## src/rtl/lcfs_pkg.sv

```systemverilog
// Shared types, constants and the color table of the LED color fade sequencer.
`default_nettype none

package lcfs_pkg;

    // Defaults and limits
    localparam int          TIME_WIDTH_DEF = 32;
    localparam int          CFG_IDX_W      = 1;
    localparam int          CFG_DATA_W     = 16;
    localparam logic [15:0] DEBOUNCE_RST   = 16'd200;
    localparam logic [15:0] LONG_PRESS_RST = 16'd5000;
    localparam logic [7:0]  LEVEL_MAX      = 8'd255;
    localparam logic [3:0]  COLOR_OFF      = 4'd8;
    localparam logic [3:0]  COLOR_FIRST    = 4'd0;
    localparam logic [3:0]  NEXT_RST       = 4'd1;
    localparam logic [3:0]  NUM_COLORS     = 4'd8;

    // Configuration register indexes
    localparam logic [CFG_IDX_W-1:0] CFG_DEBOUNCE   = 1'd0;
    localparam logic [CFG_IDX_W-1:0] CFG_LONG_PRESS = 1'd1;

    // Input item: one tick
    typedef struct packed {
        logic        button_down;
        logic [31:0] now_ms;
    } in_item_t;

    // Result item: scaled channels plus current level and color
    typedef struct packed {
        logic [7:0] chan_first;
        logic [7:0] chan_second;
        logic [7:0] chan_third;
        logic [7:0] level_out;
        logic [3:0] color_out;
    } out_item_t;

    // Post-tick view of the fade state, handed to the scaler
    typedef struct packed {
        logic [7:0] level;
        logic [3:0] color;
    } fade_view_t;

    // Color table: first byte in [23:16], second in [15:8], third in [7:0].
    // Off and anything above it read as black.
    function automatic logic [23:0] palette_rgb(input logic [3:0] idx);
        logic [23:0] rgb;
        case (idx)
            4'd0:    rgb = {8'd255, 8'd0,   8'd0};
            4'd1:    rgb = {8'd0,   8'd255, 8'd0};
            4'd2:    rgb = {8'd0,   8'd0,   8'd255};
            4'd3:    rgb = {8'd255, 8'd255, 8'd0};
            4'd4:    rgb = {8'd255, 8'd0,   8'd255};
            4'd5:    rgb = {8'd0,   8'd255, 8'd255};
            4'd6:    rgb = {8'd0,   8'd191, 8'd205};
            4'd7:    rgb = {8'd50,  8'd138, 8'd51};
            default: rgb = 24'd0;
        endcase
        return rgb;
    endfunction

endpackage

`default_nettype wire

```

## src/rtl/lcfs_fade.sv

```systemverilog
// Button debounce, press timing and brightness/color fade state machine.
`default_nettype none

module lcfs_fade #(
    parameter int TIME_WIDTH = lcfs_pkg::TIME_WIDTH_DEF
) (
    input  wire logic                   clk,
    input  wire logic                   rst_n,
    input  wire logic                   en,
    input  wire logic                   button_down,
    input  wire logic [TIME_WIDTH-1:0]  now,
    input  wire logic [15:0]            debounce_ms,
    input  wire logic [15:0]            long_press_ms,
    output lcfs_pkg::fade_view_t        view
);
    import lcfs_pkg::*;

    logic                  held_reg,       held_next;
    logic [TIME_WIDTH-1:0] press_start_reg, press_start_next;
    logic [TIME_WIDTH-1:0] last_accept_reg, last_accept_next;
    logic [3:0]            color_reg,      color_next;
    logic [3:0]            next_idx_reg,   next_idx_next;
    logic [7:0]            level_reg,      level_next;
    logic                  rising_reg,     rising_next;
    logic                  trans_reg,      trans_next;

    logic [TIME_WIDTH-1:0] since_accept;
    logic [TIME_WIDTH-1:0] press_dur;
    logic [3:0]            color_inc;

    // Time differences wrap at the timer width
    assign since_accept = now - last_accept_reg;
    assign press_dur    = now - press_start_reg;
    assign color_inc    = color_reg + 4'd1;

    // Next state for one tick
    always_comb
    begin
        held_next        = held_reg;
        press_start_next = press_start_reg;
        last_accept_next = last_accept_reg;
        color_next       = color_reg;
        next_idx_next    = next_idx_reg;
        level_next       = level_reg;
        rising_next      = rising_reg;
        trans_next       = trans_reg;

        // Debounced press start
        if (button_down && !held_reg &&
            since_accept > TIME_WIDTH'(debounce_ms))
        begin
            held_next        = 1'b1;
            press_start_next = now;
            last_accept_next = now;
        end

        // Release: long press turns off, short press starts a color change
        if (!button_down && held_reg)
        begin
            held_next   = 1'b0;
            rising_next = 1'b0;
            if (press_dur >= TIME_WIDTH'(long_press_ms))
            begin
                color_next = COLOR_OFF;
                trans_next = 1'b0;
            end
            else
            begin
                next_idx_next = {1'b0, color_inc[2:0]};
                trans_next    = 1'b1;
            end
        end

        // Brightness step
        if (trans_next)
        begin
            if (!rising_next)
            begin
                if (level_reg != 8'd0)
                begin
                    level_next = level_reg - 8'd1;
                end
                else
                begin
                    color_next  = next_idx_next;
                    rising_next = 1'b1;
                end
            end
            else
            begin
                if (level_reg != LEVEL_MAX)
                begin
                    level_next = level_reg + 8'd1;
                end
                else
                begin
                    trans_next = 1'b0;
                end
            end
        end
        else
        begin
            if (rising_next)
            begin
                if (level_reg != LEVEL_MAX)
                begin
                    level_next = level_reg + 8'd1;
                end
                else
                begin
                    rising_next = 1'b0;
                end
            end
            else
            begin
                if (level_reg != 8'd0)
                begin
                    level_next = level_reg - 8'd1;
                end
                else
                begin
                    rising_next = 1'b1;
                end
            end
        end
    end

    // State registers, advanced once per tick
    always_ff @(posedge clk or negedge rst_n)
    begin
        if (!rst_n)
        begin
            held_reg        <= 1'b0;
            press_start_reg <= '0;
            last_accept_reg <= '0;
            color_reg       <= COLOR_FIRST;
            next_idx_reg    <= NEXT_RST;
            level_reg       <= 8'd0;
            rising_reg      <= 1'b1;
            trans_reg       <= 1'b0;
        end
        else if (en)
        begin
            held_reg        <= held_next;
            press_start_reg <= press_start_next;
            last_accept_reg <= last_accept_next;
            color_reg       <= color_next;
            next_idx_reg    <= next_idx_next;
            level_reg       <= level_next;
            rising_reg      <= rising_next;
            trans_reg       <= trans_next;
        end
    end

    // Values after this tick
    assign view.level = level_next;
    assign view.color = color_next;

    // Checks
    a_color_range: assert property (@(posedge clk) disable iff (!rst_n)
        color_reg <= COLOR_OFF)
        else $error("color index beyond off");

    a_next_range: assert property (@(posedge clk) disable iff (!rst_n)
        next_idx_reg < NUM_COLORS)
        else $error("pending color index out of range");

    a_hold_idle: assert property (@(posedge clk) disable iff (!rst_n)
        !en |=> ($stable(level_reg) && $stable(color_reg) && $stable(held_reg)))
        else $error("fade state moved without a tick");

    a_level_step: assert property (@(posedge clk) disable iff (!rst_n)
        en |=> (level_reg == $past(level_reg) ||
                level_reg == $past(level_reg) + 8'd1 ||
                level_reg == $past(level_reg) - 8'd1))
        else $error("brightness moved by more than one step");

endmodule

`default_nettype wire

```

## src/rtl/lcfs_scale.sv

```systemverilog
// Color table lookup and brightness scaling of the three channels (floor of x/255).
`default_nettype none

module lcfs_scale (
    input  wire lcfs_pkg::fade_view_t view,
    output logic [7:0]                chan_first,
    output logic [7:0]                chan_second,
    output logic [7:0]                chan_third
);
    import lcfs_pkg::*;

    logic [23:0] rgb;
    logic [15:0] prod [3];
    logic [16:0] sum  [3];
    logic [7:0]  chan [3];

    assign rgb = palette_rgb(view.color);

    // x/255 for x up to 255*255 is (x + 1 + (x >> 8)) >> 8
    always_comb
    begin
        for (int i = 0; i < 3; i++)
        begin
            prod[i] = 16'(rgb[16 - 8*i +: 8]) * 16'(view.level);
            sum[i]  = 17'(prod[i]) + 17'd1 + 17'(prod[i][15:8]);
            chan[i] = sum[i][15:8];
        end
    end

    assign chan_first  = chan[0];
    assign chan_second = chan[1];
    assign chan_third  = chan[2];

endmodule

`default_nettype wire

```

## src/rtl/led_color_fade_sequencer.sv

```systemverilog
// Top level of the LED color fade sequencer: handshakes, config registers, pipeline.
//
// Usage:
//   Each input item is one tick: button level and a millisecond timestamp.
//   Each tick yields exactly one result item: the current color scaled by
//   brightness on three channels, plus the brightness level and color index.
//   Both channels are valid/ready; an item moves when valid and ready are high.
//   An accepted item lands in the input register; its result is loaded into
//   the output register once that is free or being taken, and is offered
//   from then on. Throughput is one item per cycle while out_ready stays high,
//   set by the single update-and-scale stage between the two registers.
//   When the receiver stalls, the result holds and the input register keeps
//   one more item; input ready drops only when both are full.
//   Config: cfg_we writes cfg_data to register cfg_index (0 debounce,
//   1 long press) at once; write only while no item is in flight.
//   Reset (asynchronous, active low) empties the pipeline, loads the default
//   debounce and long-press times and returns the fade state to color 0,
//   brightness 0, rising, no press held.
`default_nettype none

module led_color_fade_sequencer #(
    parameter int TIME_WIDTH = lcfs_pkg::TIME_WIDTH_DEF
) (
    input  wire logic                             clk,
    input  wire logic                             rst_n,
    input  wire logic                             in_valid,
    output logic                                  in_ready,
    input  wire lcfs_pkg::in_item_t               in_item,
    output logic                                  out_valid,
    input  wire logic                             out_ready,
    output lcfs_pkg::out_item_t                   out_item,
    input  wire logic                             cfg_we,
    input  wire logic [lcfs_pkg::CFG_IDX_W-1:0]   cfg_index,
    input  wire logic [lcfs_pkg::CFG_DATA_W-1:0]  cfg_data
);
    import lcfs_pkg::*;

    logic                  a_valid_reg;
    in_item_t              a_item_reg;
    logic                  out_valid_reg;
    out_item_t             out_item_reg, out_item_next;
    logic [15:0]           debounce_reg;
    logic [15:0]           long_press_reg;
    logic                  tick;
    logic [TIME_WIDTH-1:0] now;
    fade_view_t            view;

    // Pipeline control
    assign tick     = a_valid_reg && (!out_valid_reg || out_ready);
    assign in_ready = !a_valid_reg || tick;

    // Configuration registers
    always_ff @(posedge clk or negedge rst_n)
    begin
        if (!rst_n)
        begin
            debounce_reg   <= DEBOUNCE_RST;
            long_press_reg <= LONG_PRESS_RST;
        end
        else if (cfg_we)
        begin
            case (cfg_index)
                CFG_DEBOUNCE:   debounce_reg   <= cfg_data;
                CFG_LONG_PRESS: long_press_reg <= cfg_data;
                default:        ;
            endcase
        end
    end

    // Input register
    always_ff @(posedge clk or negedge rst_n)
    begin
        if (!rst_n)
        begin
            a_valid_reg <= 1'b0;
        end
        else if (in_ready)
        begin
            a_valid_reg <= in_valid;
        end
    end

    always_ff @(posedge clk)
    begin
        if (in_ready && in_valid)
        begin
            a_item_reg <= in_item;
        end
    end

    // Timestamp at the timer width
    assign now = TIME_WIDTH'(a_item_reg.now_ms);

    lcfs_fade #(
        .TIME_WIDTH (TIME_WIDTH)
    ) u_fade (
        .clk           (clk),
        .rst_n         (rst_n),
        .en            (tick),
        .button_down   (a_item_reg.button_down),
        .now           (now),
        .debounce_ms   (debounce_reg),
        .long_press_ms (long_press_reg),
        .view          (view)
    );

    lcfs_scale u_scale (
        .view        (view),
        .chan_first  (out_item_next.chan_first),
        .chan_second (out_item_next.chan_second),
        .chan_third  (out_item_next.chan_third)
    );

    assign out_item_next.level_out = view.level;
    assign out_item_next.color_out = view.color;

    // Result register
    always_ff @(posedge clk or negedge rst_n)
    begin
        if (!rst_n)
        begin
            out_valid_reg <= 1'b0;
        end
        else if (tick)
        begin
            out_valid_reg <= 1'b1;
        end
        else if (out_ready)
        begin
            out_valid_reg <= 1'b0;
        end
    end

    always_ff @(posedge clk)
    begin
        if (tick)
        begin
            out_item_reg <= out_item_next;
        end
    end

    assign out_valid = out_valid_reg;
    assign out_item  = out_item_reg;

endmodule

`default_nettype wire
```

## config.mk

```make
export PLATFORM = sky130hd
export DESIGN_NAME = led_color_fade_sequencer
export DESIGN_NICKNAME = d
export VERILOG_FILES = /design/src/rtl/lcfs_pkg.sv /design/src/rtl/lcfs_fade.sv /design/src/rtl/lcfs_scale.sv /design/src/rtl/led_color_fade_sequencer.sv
export SDC_FILE = /design/constraint.sdc
export NUM_CORES = 1
export LEC_CHECK = 0
export ABC_AREA = 1
export BUFFER_PORTS_ARGS = -buffer_cell sky130_fd_sc_hd__buf_4
export CAP_MARGIN = 0
export CORE_ASPECT_RATIO = 0.8
export CORE_MARGIN = 5
export CORE_UTILIZATION = 38
export CTS_CLUSTER_DIAMETER = 30
export DETAILED_ROUTE_END_ITERATION = 16
export RECOVER_POWER = 100
export SYNTH_ARGS = -nofsm -noshare
export SYNTH_HDL_FRONTEND = slang
export SYNTH_SLANG_ARGS = --single-unit
```

## constraint.sdc

```tcl
create_clock -name clk -period 9.6 [get_ports clk]
set_clock_uncertainty 0.15 [all_clocks]
set_input_delay 0 -clock clk [delete_from_list [all_inputs] [get_ports clk]]
set_output_delay 0 -clock clk [all_outputs]
set_load 0.02 [all_outputs]
```

==> impl_metrics.yaml, run 1 <==
clock_network:
  clock_path_buffers: 2
  cts_tree: "built"
  h-tree-depth: 4
  root_buffer: "clkbuf_16"
  path_clk_slew_ps: 70
  numCtsBuffers: 17
  clk_latency_ps: 450
  cts.sinks: 154
timing:
  max-slew-margin-rel_pct: -71.0
  rsz0062_at_grt: "true"
  fin_crit_ps: 9150
  worst_pin_slew_ps: 2570
  maxSlewViolCount: 166
  hold_viol_final: 0
  finalCritPeriodShare_pct: 95.3
  max_freq_mhz: 109
  tns_ps: 0
  finalSetupViolations: 0
  fin_ws_ps: 452
setup_path:
  cpPeakStageDelay_ps: 550
  cp_slowest_cell: "fa_1"
  start_kind: "flop"
  critPathBufInv: 10
  cp_data_required_time_ps: 9660
  cp_data_arrival_time_ps: 9210
  critPathKind: "flop to flop"
  end_kind: "flop"
  worstPathMaxFanout: 6
  crit_family: "adder cells"
  path_common_cell: "nand2_1"
grt:
  grt_pass1_wl_mm: 67.9
  grt_antenna_before_repair: 1
  grt_pass1_vias: 13800
  grt_usage_pct: 17.6
  grt_overflow_total: 0
  grt_max_degree: 65
run_status:
  status: "complete, but fails checks"
  violations: "capacitance limit, slew limit"
finish:
  n_antenna_cell: 0
  multi_input_area_um2: 11000
  drive_above_1_share_pct: 18.6
  largest_register_ff_count: 36
  final_cell_count_no_fill: 2972
  syn2layout_area_growth_pct: 26.6
  final_nets: 2764
  seq_area_um2: 4210
  nFillCells: 4090
placed_design:
  place_ws_ps: -176
  dp_cells: 2831
  portBuffers: 92
  dp_hpwl_mm: 32.4
  gp_congestion: 0.935
detailed_routing:
  first_pass_iters: 5
  viasPerCell: 4.71
  ant_nets: 0
  wl_per_cell_um: 14.0
  drc: 0
  first_iter_violations: 812
  via_count: 14000
  wl_mm: 41.6
min_path:
  hold_class: "primary input to flop"
floorplanning:
  pin_count: 93
  die_w_um: 241
  core-area_um2: 42000
  rows: 67
  die_area_um2: 46900
  initial_core_util_pct: 38.6
  dieHeight_um: 195
synthesis:
  synth_common_cells: "508 x inv_1, 489 x nand2_1, 208 x ha_1"
  yosysTopAreaCell: "ha_1"
  synth_seq_area_share_pct: 26.0
  syn_area_um2: 16200
  synth_ff_type: "dfrtp_1"
  synthCells: 2135
  syn-num-nets: 2492
  ys_ff_latch: 154
  synth_area_leaders: "ha_1 16%, edfxtp_1 13%, inv_1 12%, fa_1 12%, dfrtp_1 12%"
  synth_edf_count: 69
  synth_cell_type_count: 52
  async_flop_share_pct: 55.2
  synth-warning-count: 0
  avgSynthCellArea_um2: 7.59
  synth_top_cell_area_share_pct: 16.1
  synth_most_common_cell: "inv_1"
flow_run:
  maxCapViolCount: 4
[final timing paths]
| path | start | to | slack (ps) | cells past startpoint |
|---|---|---|---|---|
| min in group asynchronous | rst_n | u_fade.rising_reg | 770 | 3 |
| max in group asynchronous | rst_n | long_press_reg[2] | 6050 | 4 |
| min reg2reg | u_fade.next_idx_reg[3] | u_fade.next_idx_reg[3] | 320 | 2 |
| max | now[6] | out_item[34] | 450 | 56 |
| min | in_item[11] | now[11] | 140 | 2 |
| max reg2reg | now[6] | out_item[34] | 450 | 56 |
[worst reg2reg max path: cells and delay by family (launching register included)]
kind / cells / cell delay [ps]
xor+xnor: 2 / 450
simple gates: 29 / 2530
fa+ha+maj: 8 / 3250
buf+inv: 10 / 1030
flops: 1 / 420
compound gates: 7 / 1030
[what timing repair did]
action,4_1_cts,5_1_grt
pin swaps,4,101
hold buffers,56,0
setup endpoints to repair,19,24
buffers inserted,2,51
hold endpoints to repair,107,0
gates resized for setup,29,220
[layer usage]
| layer | GRT usage [%] | up-vias | share of wire, % |
|---|---|---|---|
| li1 | - | 7126 | - |
| met1 | 26.2 | 6577 | 50 |
| met2 | 27.2 | 254 | 44 |
| met3 | 2.73 | 32 | 4.1 |
| met4 | 3.99 | 0 | 1.3 |
| met5 | 0 | - | 0 |
[cell usage in the layout (no fill, tap or decap), types with 5 or more instances in the layout]
cell type / netlist / routed
xor2_2: 0 / 8
nand2_2: 17 / 33
nand2_4: 3 / 13
dlygate4sd3_1: 0 / 55
nor2_2: 9 / 31
nand2_1: 489 / 462
nand3_1: 62 / 54
xnor2_1: 14 / 10
a21oi_1: 111 / 99
nor2_4: 1 / 17
clkbuf_4: 0 / 29
clkbuf_16: 0 / 19
xor2_4: 0 / 5
fa_2: 0 / 5
ha_4: 0 / 26
inv_2: 16 / 39
a21oi_2: 0 / 10
dfrtp_1: 75 / 75
nor3_2: 1 / 6
ha_1: 208 / 180
o21ai_2: 3 / 6
buf_6: 0 / 9
a21o_1: 6 / 6
or2_2: 7 / 6
o211ai_1: 10 / 10
edfxtp_1: 69 / 69
nand4_1: 14 / 14
dfstp_1: 0 / 5
nor2_1: 174 / 136
dfstp_2: 10 / 5
inv_1: 508 / 481
o21bai_1: 14 / 12
buf_4: 0 / 127
clkbuf_1: 17 / 54
o21ai_1: 3 / 8
xor2_1: 66 / 53
o21ai_0: 74 / 64
nand3_2: 4 / 11
nor3_1: 16 / 11
fa_1: 94 / 89
[final cells by class]
type	instances	area share, %
Clock inverter	7	0.372
Multi-Input combinational cell	1437	53.7
Sequential cell	154	20.5
Clock buffer	25	2.57
Tap cell	552	3.37
Timing Repair Buffer	271	9.81
Inverter	526	9.66
[kinds of logic (layout without fill, tap and decap cells)]
kind of cell	count (synthesis)	after routing	share of synthesized area, %
AND/OR/NAND/NOR	815	815	21.1
multiplexers	1	1	0.0695
buffers and inverters	544	829	12.6
XOR/XNOR	80	80	4.32
adder cells (fa/ha/maj)	302	302	27.7
AO/OA/AOI/OAI	239	239	8.31
flip-flops	154	154	26.0
[per-stage QoR]
stage	hold WS [ps]	area, um^2	util (%)
final	135	20500	48.9
after global routing	123	20500	48.9
after CTS	79.2	19400	46.3
after detailed placement	-128	18100	43.0
after global placement	-130	18100	43.0
after floorplan	-446	16200	-
Power of run 1 is left out: the tool's default activity adds up to more than one toggle a clock period on the data nets, which glitch-free logic cannot reach.
==> run 2, diff against run 1 <==
Settings changed: ABC_AREA 1 to default, SYNTH_HIERARCHICAL from default to 1.
==> run 2 against run 1 <==
Against the previous run: the flow finishes with violations (capacitance limit, slew limit, setup timing); area after synthesis about the same; cell count decreased by 6.9%; core utilization grew 4.1 points; die area barely moved; synthesized cell count is 20% lower; critical path depth shrank 12; worst hold slack got worse by 47 ps; sequential cell count is the same; design area increased by 8.3%.
==> impl_metrics.yaml, run 2 <==
run_status:
  status: "complete, but fails checks"
  violations: "capacitance limit, slew limit, setup timing"
synthesis:
  synth-xor-area-share_pct: 5.72
  synthAdderAreaFrac_pct: 27.2
  synth_mux_area_share_pct: 5.99
  async_flop_share_pct: 55.2
  synth_most_common_cell: "inv_1"
  synth_ff_type: "dfrtp_1"
  synth_area_leaders: "ha_1 17%, edfxtp_1 13%, dfrtp_1 12%, fa_1 11%, inv_1 6.4%"
  synth_top_family_by_area: "adder cells"
  synth-warning-count: 6
  synth_cell_type_count: 93
  synth_top_cell_area_share_pct: 16.7
  avgSynthCellArea_um2: 9.53
  syn_area_um2: 16200
  synthSimpleGateAreaFrac_pct: 13.4
  synth_seq_area_share_pct: 26.0
  yosysTopAreaCell: "ha_1"
  synth_edf_count: 69
  synth_common_cells: "275 x inv_1, 216 x ha_1, 110 x nand2_1"
  synth_compound_area_share_pct: 14.2
  synthCells: 1700
  syn-num-nets: 2056
  ys_ff_latch: 154
grt:
  grt_pass1_wl_mm: 74.8
  grt_antenna_before_repair: 0
  grt_max_degree: 62
  grt_pass1_vias: 14500
  grt_overflow_total: 0
  grt_usage_pct: 19.7
clock_network:
  path_clk_slew_ps: 80
  h-tree-depth: 4
  clock_path_buffers: 2
  numCtsBuffers: 17
  root_buffer: "clkbuf_16"
  clk_latency_ps: 470
  cts_tree: "built"
  cts.sinks: 154
floorplanning:
  initial_core_util_pct: 38.6
  die_area_um2: 46900
  rows: 67
  core-area_um2: 42000
  die_w_um: 241
  dieHeight_um: 195
  pin_count: 93
timing:
  maxSlewViolCount: 179
  finalSetupViolations: 21
  rsz0062_at_grt: "true"
  timing.hold.ws_ps: 88.1
  worst_pin_slew_ps: 3380
  hold_viol_final: 0
  max_freq_mhz: 101
  max-slew-margin-rel_pct: -126
  fin_ws_ps: -330
  tns_ps: -4130
  fin_crit_ps: 9930
  finalCritPeriodShare_pct: 103
setup_path:
  rrSetupSlack_ps: -330
  r2r-start: "u_fade/last_accept_reg[1]"
  cp_slowest_cell: "or4b_4"
  cp_data_arrival_time_ps: 9990
  critPathKind: "flop to flop"
  cp_data_required_time_ps: 9660
  start_kind: "flop"
  r2r-end: "out_item[18]"
  worstPathMaxFanout: 6
  r2r_cells: 44
  cpPeakStageDelay_ps: 560
  critPathCapture: "out_item[18]"
  end_kind: "flop"
  path_common_cell: "inv_2"
  cp-startpoint: "u_fade/last_accept_reg[1]"
power:
  ir_worst_vdd_mv: 0.138
  leakagePower_uw: 0.0110
  p_per_area_nw_per_um2: 175
detailed_routing:
  ant_nets: 0
  top_layer: "met4"
  first_iter_violations: 935
  wl_mm: 46.1
  viasPerCell: 5.11
  via_count: 14100
  m1WireLength_mm: 23.4
  met3_length_mm: 2.38
  first_pass_iters: 5
  drc: 0
  wl_per_cell_um: 16.7
  dr_wl_met2_mm: 19.8
placed_design:
  gp_congestion: 0.913
  portBuffers: 92
  dp_hpwl_mm: 35.5
min_path:
  hold_class: "primary input to flop"
  holdPathStages: 3
finish:
  final_nets: 2559
  drive_above_1_share_pct: 32.4
  seq_area_um2: 4210
  final_cell_mix: "378 x buf_4, 252 x inv_1, 186 x ha_1, 89 x nand2_1, 81 x fa_1"
  n_antenna_cell: 0
  syn2layout_area_growth_pct: 37.2
  nFillCells: 3740
  final_common_cell: "buf_4"
  fin_util_pct: 52.9
  largest_register_ff_count: 36
  multi_input_area_um2: 11800
flow_run:
  maxCapViolCount: 4
## run 2: changes by cell type after synthesis, moves of 34 or more
cell / previous run / this run
xor2_1: 66 / 27
inv_1: 508 / 275
xnor2_1: 14 / 71
and2_1: 4 / 45
nor2_1: 174 / 75
nand2_1: 489 / 110
nand3_1: 62 / 28
## run 2: where the power goes
part / leakage, uW / switching, uW / internal, uW / total (uW)
Clock: 0.000291 / 339 / 351 / 690
Sequential: 0.00167 / 86.9 / 834 / 921
Combinational: 0.00902 / 1240 / 1030 / 2270
## run 2: worst max-delay path: cells and delay by family (launching register included)
| family | cells | cell delay (ps) |
|---|---|---|
| AO/OA/AOI/OAI | 15 | 3190 |
| adder cells (fa/ha/maj) | 8 | 3010 |
| AND/OR/NAND/NOR | 8 | 1580 |
| buffers and inverters | 10 | 950 |
| flip-flops | 1 | 390 |
| XOR/XNOR | 3 | 380 |
## run 2: cell families after synthesis
logic type / after synthesis
mux: 84
fa+ha+maj: 301
xor+xnor: 101
flops: 154
compound gates: 340
simple gates: 410
buf+inv: 310
## run 2: layout make-up
| class | count | area share (%) |
|---|---|---|
| Clock inverter | 15 | 0.794 |
| Clock buffer | 17 | 1.91 |
| Multi-Input combinational cell | 1236 | 53.0 |
| Inverter | 275 | 4.67 |
| Sequential cell | 154 | 18.9 |
| Timing Repair Buffer | 519 | 17.6 |
| Tap cell | 552 | 3.11 |
## run 2: what timing repair did
item | in CTS | in global routing
endpoints found under the hold margin | 143 | 0
setup endpoints to repair | 24 | 24
hold buffers | 55 | 0
pin swaps | 120 | 97
resized for setup | 120 | 80
buffers inserted | 50 | 20
## run 2: worst min path at each step
stage	slack (ps)	startpoint	end
2_1_floorplan	-450	rst_n	a_valid_reg
3_3_place_gp	-200	rst_n	u_fade/last_accept_reg[15]
3_5_place_dp	-200	rst_n	u_fade/last_accept_reg[15]
4_1_cts	50	cfg_we	long_press_reg[2]
5_1_grt	80	cfg_we	long_press_reg[2]
6_report	90	cfg_we	long_press_reg[2]
## run 2: metrics by stage
stage	setup WS, ps	instance area, um^2	instances	power [uW]
6_report	-330	22200	2768	3880
5_1_grt	-818	22200	2768	4140
4_1_cts	-256	21900	2749	3810
3_5_place_dp	-728	19900	2612	2990
3_3_place_gp	-559	19900	2612	2950
2_1_floorplan	-35.8	16400	1700	2100
## run 2: per-layer routing
layer,global-route usage [%],vias to the layer above
met3,3.60,33
met4,4.18,0
met2,29.1,319
met5,0,-
met1,30.0,6850
li1,-,6943
(Power assumes the default switching activity.)
